File: config.mk
export PLATFORM = sky130hd
export DESIGN_NAME = rpad_predictor
export DESIGN_NICKNAME = d
export VERILOG_FILES = /design/src/rpad_pkg.sv /design/src/rpad_predictor.sv
export SDC_FILE = /design/constraint.sdc
export NUM_CORES = 1
export LEC_CHECK = 0
export CAP_MARGIN = 30
export CORE_MARGIN = 5
export CORE_UTILIZATION = 60
export CTS_CLUSTER_SIZE = 24
export DETAILED_ROUTE_END_ITERATION = 8
export DONT_BUFFER_PORTS = 1
export GPL_ROUTABILITY_DRIVEN = 0
export MAX_ROUTING_LAYER = met4
export PLACE_DENSITY = 0.83
export REMOVE_ABC_BUFFERS = 1
export SYNTH_ARGS = -nofsm -noshare
export SYNTH_HDL_FRONTEND = slang
export SYNTH_SLANG_ARGS = --single-unit
File: constraint.sdc
create_clock -name clock -period 13.1 [get_ports clock]
set_input_delay 2.62 -clock clock [delete_from_list [all_inputs] [get_ports clock]]
set_output_delay 2.62 -clock clock [all_outputs]
set_load 0.05 [all_outputs]
File: src/rpad_pkg.sv
// Shared types and constants of the Rice-coded polynomial audio decoder.
// No dependencies.
package rpad_pkg;

   localparam int BLOCK_DEPTH = 32768;
   localparam int BLOCK_ADDR_W = $clog2(BLOCK_DEPTH);

   localparam logic CSR_SAMPLE_COUNT = 1'b0;
   localparam logic CSR_STEREO_MODE = 1'b1;

   typedef struct packed {
      logic [7:0] packed_byte;
      logic       realign;
   } req_type;

   typedef struct packed {
      logic signed [15:0] sample;
      logic               channel;
      logic               level_last;
      logic               header_error;
   } rsp_type;

   typedef struct packed {
      logic        clear;
      logic        update;
      logic        chan;
      logic [1:0]  order;
      logic [15:0] value;
   } pred_ctl_type;

endpackage

File: src/rpad_predictor.sv
// Fixed polynomial predictors of order 0 to 3 for two channels, 16-bit wrap.
// Depends on rpad_pkg.
module rpad_predictor
   import rpad_pkg::*;
(
   input  logic         clock,
   input  logic         reset,
   input  pred_ctl_type ctl,
   output logic [15:0]  result
);

   logic [15:0] r0_ff [2];
   logic [15:0] r1_ff [2];
   logic [15:0] r2_ff [2];
   logic [15:0] r0_in, r1_in, r2_in;
   logic [15:0] o0, o1, o2, v;

   always_comb begin
      o0 = r0_ff[ctl.chan];
      o1 = r1_ff[ctl.chan];
      o2 = r2_ff[ctl.chan];
      v = ctl.value;
      case (ctl.order)
         2'd0: begin
            r2_in = v - o0 - o1;
            r1_in = v - o0;
            r0_in = v;
         end
         2'd1: begin
            r2_in = v - o1;
            r1_in = v;
            r0_in = o0 + v;
         end
         2'd2: begin
            r2_in = v;
            r1_in = o1 + v;
            r0_in = o0 + r1_in;
         end
         default: begin
            r2_in = o2 + v;
            r1_in = o1 + r2_in;
            r0_in = o0 + r1_in;
         end
      endcase
   end

   always_ff @(posedge clock) begin
      if (reset || ctl.clear) begin
         r0_ff <= '{default: '0};
         r1_ff <= '{default: '0};
         r2_ff <= '{default: '0};
      end else if (ctl.update) begin
         r0_ff[ctl.chan] <= r0_in;
         r1_ff[ctl.chan] <= r1_in;
         r2_ff[ctl.chan] <= r2_in;
      end
   end

   assign result = r0_in;

endmodule

==> metrics.md, run 1 <==
| Metric | Value |
|---|---|
| Seq/Total Area, Yosys | 20.6% |
| Most common cell in the netlist | nand2_1 |
| Synth area leader | dfxtp_1 |
| Worst hold path class | register to register |
| F_max | 90.6 MHz |
| Leak pwr | 4.47 nW |
| Slowest stage delay, CP | 0.44 ns |
| Data required, critical path | 10.48 ns |
| Critical path arrival | 8.42 ns |
| Top FF cell, synth | dfxtp_1 |
| Top delay family on crit path | compound AO/OA/AOI/OAI gates |
| Unrepaired setup endpoints after global routing | false |
| Util after Layout | 64.5% |
| CTS tree | yes |
| Die Height | 135 um |
| H-tree levels | 3 |
| Synthesis-stage register bit count | 96 |
| CP Depth | 26 |
| I/O Pins | 39 |
| Hold_buf cts | 0 |
| Pre-CTS setup slack | 2.23 ns |
| Initial DRC Count | 891 |
| Post-synthesis cell count | 1,230 |
| Min-Delay Path Depth | 2 |
| Post-CTS Setup Bufs | 0 |
| WP buf/inv | 1 |
| ANT nets after route | 0 |
| Crit path time final | 11.04 ns |
| Power Density | 101 nW/um^2 |
| CP Class | primary input to primary output |
| Post-route setup slack | 2.06 ns |
| Combinational share of power | 39.3% |
| CTS buffer count | 9 |
| Reg2reg path depth | 26 |
| Setup Total Neg Slack | 0 ns |
| Largest net degree at the start of global routing | 67 |
| Routed length per instance | 18.4 um |
| Grt met3 use | 3.99% |
| DP Area | 9520 um^2 |
| Vias/cell | 6.39 |
| First-pass GRT wire length | 41,900 um |
| Die area | 18,200 um^2 |
| # resized after CTS | 0 |
| Drt pass-1 iters | 6 |
| Vias in the first global route | 8,434 |
| Site row count | 45 |
| Clock tree buffer depth | 2 |
| Clock Tree Root | clkbuf_16 |
| Slew Limit Fails | 0 |
| Layout cells sized above 1 | 6.62% |
| # DRC | 0 |
| Asr flop ratio synth | 0% |
| Yosys warning total | 0 |
| Grt ovf | 0 |
| Actual slew at the worst max-slew pin | 0.910 ns |
| I/O Buffers | 0 |
| Number of flops mapped to enable cells by yosys | 0 |
| Post-detail-place hpwl | 19,300 um |
| Clock skew | 0.0119 ns |
| Status | completed |
| Final-report hold violation count | 0 |
| Multi-input gate area | 6920 um^2 |
| Pwr Total | 998 uW |
| Cell area after synthesis | 9330 um^2 |
| # diodes | 0 |
| Synth area leaders | dfxtp_1 21%, ha_1 13%, nand2_1 7.5% |
| Syn_area_per_cell | 7.59 um^2 |
| Max_cap viols | 0 |
| Routing usage on met1 | 38.5% |
| Routing usage on met2 | 45.9% |
| Core Footprint | 15,300 um^2 |
| Top cell type's share of synthesized area | 20.6% |
| Switching pwr | 379 uW |
| Skew-Pair Late Insertion Delay | 0.37 ns |
| Vias | 9,069 |
| Initial antenna violation count | 0 |
| Fillers | 1,294 |
| Total GRT Usage | 29.2% |
| Crit path max fanout | 52 |
| Critical path's slowest cell | fa_1 |
| VDD IR-drop max | 62.3 uV |
| Final #Nets | 1,327 |
| Startpoint types | primary input |
| GR peak layer | met2 |
| Final setup viols | 0 |
| Routed WL | 26,200 um |
| FF/Latch Area | 1920 um^2 |
| Worst-path clk slew | 0.07 ns |
| Post-route cell area | 9850 um^2 |
| Period utilisation layout | 84.3% |
| Clk network pwr share | 30.1% |
| Clock sinks | 96 |
| CP endpoint kind | primary output |
| Synth top cells by count | 186 x nand2_1, 117 x a21oi_1, 96 x dfxtp_1 |
| Initial Util | 61.2% |
| Synth unique cells | 78 |
| Sequential share of power | 30.6% |
| Internal power | 619 uW |
| Switch share | 38.0% |
| Area Overhead vs Synth | 5.50% |
| Die width | 135 um |
| Relative slew slack | 39.0% |
==> power groups by stage <==
stage               clock (mW)  combinational, mW  sequential, mW
detailed placement           0              0.381           0.312
floorplan                    0              0.305           0.311
global placement             0              0.370           0.311
finish                   0.300              0.392           0.305
global route             0.317              0.428           0.306
CTS                      0.301              0.385           0.305
==> tightest hold or removal path, cell delays in order (launching register included) <==
cell     delay, ns
dfxtp_1       0.31
nand2_1       0.05
a21oi_1       0.05
==> routing by layer <==
layer  vias up  share of wire (%)  wire length, um
met5         -                  0                0
met4         0                2.3              612
met3        49                9.5             2480
met2       439                 46            11900
met1      4187                 43            11200
li1       4394                  -                -
==> final timing paths <==
| kind | startpoint | end | slack [ns] |
|---|---|---|---|
| hold / removal | r2_ff[3]$_SDFFE_PP0P_ | r2_ff[3]$_SDFFE_PP0P_ | 0.45 |
| setup / recovery | ctl[18] | result[15] | 2.06 |
| hold reg to reg | r2_ff[3]$_SDFFE_PP0P_ | r2_ff[3]$_SDFFE_PP0P_ | 0.45 |
| setup reg to reg | r2_ff[0]$_SDFFE_PP0P_ | r0_ff[15]$_SDFFE_PP0P_ | 7.11 |
==> placed cells by master, fill, tap and decap left out, types with 13 or more instances in the layout <==
cell type and instances:
o21ai_0 83, ha_1 95, mux2_2 21, dfxtp_1 96
a31oi_1 13, a21oi_1 117, a211oi_1 33, inv_1 74
nor3_1 21, buf_4 14, xor2_1 26, nand2_1 186
nand3_1 13, xnor2_1 40, o21a_1 17, nor2_1 64
mux2i_1 45, a21o_1 29
==> logic make-up after synthesis <==
group,synth area share (%)
compound gates,29.0
simple gates,17.0
mux,7.52
xor+xnor,6.49
flops,20.6
fa+ha+maj,14.0
buf+inv,5.40
==> final cells by class <==
type	instances	share of cell area (%)
tap	211	2.68
sequential	96	19.5
clock buffer	11	2.57
inverter	77	2.94
clock inverter	5	0.801
multi-input combinational	1002	70.2
timing repair buffer	17	1.26
==> registers in the layout, summed over array words and instances (netlist names) <==
register and cells:
r2_ff 32, r0_ff 32, r1_ff 32
==> metrics by stage <==
stage,std cells,hold slack [ns]
2_1_floorplan,1175,0.420
3_3_place_gp,1396,0.430
3_5_place_dp,1403,0.439
4_1_cts,1419,0.453
5_1_grt,1419,0.475
6_report,1419,0.455
Power figures use the tool's default switching activity.
==> run 2: changes to the inputs <==
Clock period 13.1 ns to 11.4 ns, I/O delays scaled along.
==> run 2 against run 1 <==
Sequential share of layout area grew 0.072 points. Final cell count hardly changed. Power rose by 12%. Core utilization down 0.24 points. Hold slack got worse by 0.0027 ns. Critical endpoint unchanged. Critical path depth did not move. Register-to-register slack worse by 1.7 ns. Final area fell by 0.37%.
==> metrics.md, run 2 (synthesis results as in run 1) <==
| Metric | Value |
|---|---|
| Core Footprint | 15,300 um^2 (unchanged) |
| Area Overhead vs Synth | 5.11% |
| Critical path arrival | 8.07 ns (-0.35 ns) |
| Initial antenna violation count | 0 (unchanged) |
| Most frequent cells in the layout | 186 x nand2_1, 117 x a21oi_1, 96 x dfxtp_1 |
| Slew Limit Fails | 0 (unchanged) |
| Status | completed |
| Top delay family on crit path | compound AO/OA/AOI/OAI gates |
| Skew-Pair Late Insertion Delay | 0.36 ns (about the same) |
| Clock Tree Root | clkbuf_16 |
| Final setup viols | 0 (unchanged) |
| Internal power | 687 uW (+11%) |
| Initial DRC Count | 940 (+5.5%) |
| Min-Delay Path Depth | 2 (unchanged) |
| Vias in the first global route | 8,602 (+2.0%) |
| Worst-path clk slew | 0.07 ns (about the same) |
| Hold Slack | 0.452 ns (-0.00267 ns) |
| CTS tree | yes |
| Hold Crit Endpoint | r2_ff[30]$_SDFFE_PP0P_ |
| Vias | 9,023 (-0.51%) |
| Slowest stage delay, CP | 0.44 ns (about the same) |
| CP Class | primary input to primary output |
| # resized after CTS | 0 (unchanged) |
| Crit path max fanout | 52 (unchanged) |
| Setup Total Neg Slack | 0 ns (unchanged) |
| Routed length per instance | 18.5 um (+0.17%) |
| Clk network pwr share | 28.4% (-1.7 points) |
| ANT nets after route | 0 (unchanged) |
| VDD IR-drop max | 83.1 uV (+33%) |
| Grt ovf | 0 (unchanged) |
| Leak pwr | 4.45 nW (-0.49%) |
| Clock skew | 0.0107 ns (-0.00118 ns) |
| Die Height | 135 um (unchanged) |
| I/O Pins | 39 (unchanged) |
| CTS buffer count | 9 (unchanged) |
| R2R Path End | r0_ff[31]$_SDFFE_PP0P_ |
| Util after Layout | 64.3% (-0.24 points) |
| Max_cap viols | 0 (unchanged) |
| Sequential share of power | 31.3% (+0.7 points) |
| Post-route setup slack | 1.05 ns (-1.01 ns) |
| Routed WL | 26,200 um (about the same) |
| Period utilisation layout | 90.8% |
| Unrepaired setup endpoints after global routing | false |
| Site row count | 45 (unchanged) |
| Total GRT Usage | 29.4% (+0.12 points) |
| Actual slew at the worst max-slew pin | 0.896 ns (-0.0140 ns) |
| Layout cells sized above 1 | 6.46% (-0.16 points) |
| Post-route cell area | 9810 um^2 (-0.37%) |
| Data required, critical path | 9.12 ns (-1.36 ns) |
| Most common cell after layout, fill and taps aside | nand2_1 |
| Die width | 135 um (unchanged) |
| Clock sinks | 96 (unchanged) |
| Die area | 18,200 um^2 (unchanged) |
| Pre-CTS setup slack | 1.21 ns (-1.02 ns) |
| Worst reg2reg path startpoint | r2_ff[0]$_SDFFE_PP0P_ |
| Hold_buf cts | 0 (unchanged) |
| First-pass GRT wire length | 42,200 um (+0.58%) |
| Clock tree buffer depth | 2 (unchanged) |
| Largest net degree at the start of global routing | 53 (-21%) |
| Final #Nets | 1,328 (+0.075%) |
| DP Area | 9520 um^2 (unchanged) |
| Power Density | 114 nW/um^2 (+13%) |
| # DRC | 0 (unchanged) |
| CP endpoint kind | primary output |
| Pwr Total | 1.12 mW (+12%) |
| Hold Crit Start | r2_ff[30]$_SDFFE_PP0P_ |
| Vias/cell | 6.36 (-0.44%) |
| F_max | 96.6 MHz |
| Regs by FF count | r0_ff x32, r1_ff x32, r2_ff x32 |
| Drt pass-1 iters | 5 (-1) |
| # diodes | 0 (unchanged) |
| H-tree levels | 3 (unchanged) |
| Startpoint types | primary input |
| Post-CTS Setup Bufs | 0 (unchanged) |
| Crit path time final | 10.35 ns |
| WP buf/inv | 1 (unchanged) |
| Combinational share of power | 40.3% (+1.0 points) |
| Worst hold path class | register to register |
| Switch share | 38.7% (+0.76 points) |
| Reg2Reg Setup Slack | 5.43 ns (-1.68 ns) |
| I/O Buffers | 0 (unchanged) |
| Initial Util | 61.2% (unchanged) |
| Relative slew slack | 39.9% (+0.94 points) |
| Switching pwr | 434 uW (+15%) |
| Reg2reg path depth | 26 (unchanged) |
| Final-report hold violation count | 0 (unchanged) |
| Final Instance Count excl. Fillers | 1,418 (-0.070%) |
| Post-detail-place hpwl | 19,400 um (+0.58%) |
| Critical path's slowest cell | fa_1 |
| # placed instances | 1,404 (+0.071%) |
-- run 2: cell count changes in the layout (fill, tap and decap cells not counted), sizes merged --
cell,previous run,this run
buf,17,18
clkinvlp,0,1
bufinv,2,1
clkinv,6,4
-- run 2: area by class of cell --
type	count	area, um^2
Clock buffer	11	253
Multi-Input combinational cell	1002	6920
Tap cell	211	264
Fill cell	1306	5450
Clock inverter	3	42.5
Timing Repair Buffer	18	124
Inverter	77	289
Sequential cell	96	1920
-- run 2: worst min-delay path, cell delays in order, from the launching register on --
cell and delay, ns:
dfxtp_1 0.33, nand2_1 0.04, o21ai_0 0.05
-- run 2: power by group through the flow --
stage	Clock, mW	Combinational, mW	Sequential [mW]
after global placement	0	0.425	0.358
after global routing	0.334	0.494	0.352
after CTS	0.319	0.442	0.351
after floorplan	0	0.350	0.357
after detailed placement	0	0.438	0.358
final	0.318	0.452	0.351
-- run 2: worst max-delay path by stage --
stage	start	endpoint	slack [ns]	depth (start not counted)
floorplan	ctl[18]	result[15]	1.85	22
detailed placement	ctl[18]	result[15]	1.21	26
global route	ctl[18]	result[15]	0.75	25
finish	ctl[18]	result[15]	1.05	26
CTS	ctl[18]	result[15]	1.18	26
global placement	ctl[18]	result[15]	1.36	25
-- run 2: routing by layer --
layer / GRT usage [%] / up-vias / routed length (um)
li1: - / 4374 / -
met1: 38.5 / 4182 / 11300
met2: 45.5 / 402 / 11700
met3: 5.18 / 65 / 2410
met4: 10.8 / 0 / 685
met5: - / - / 0
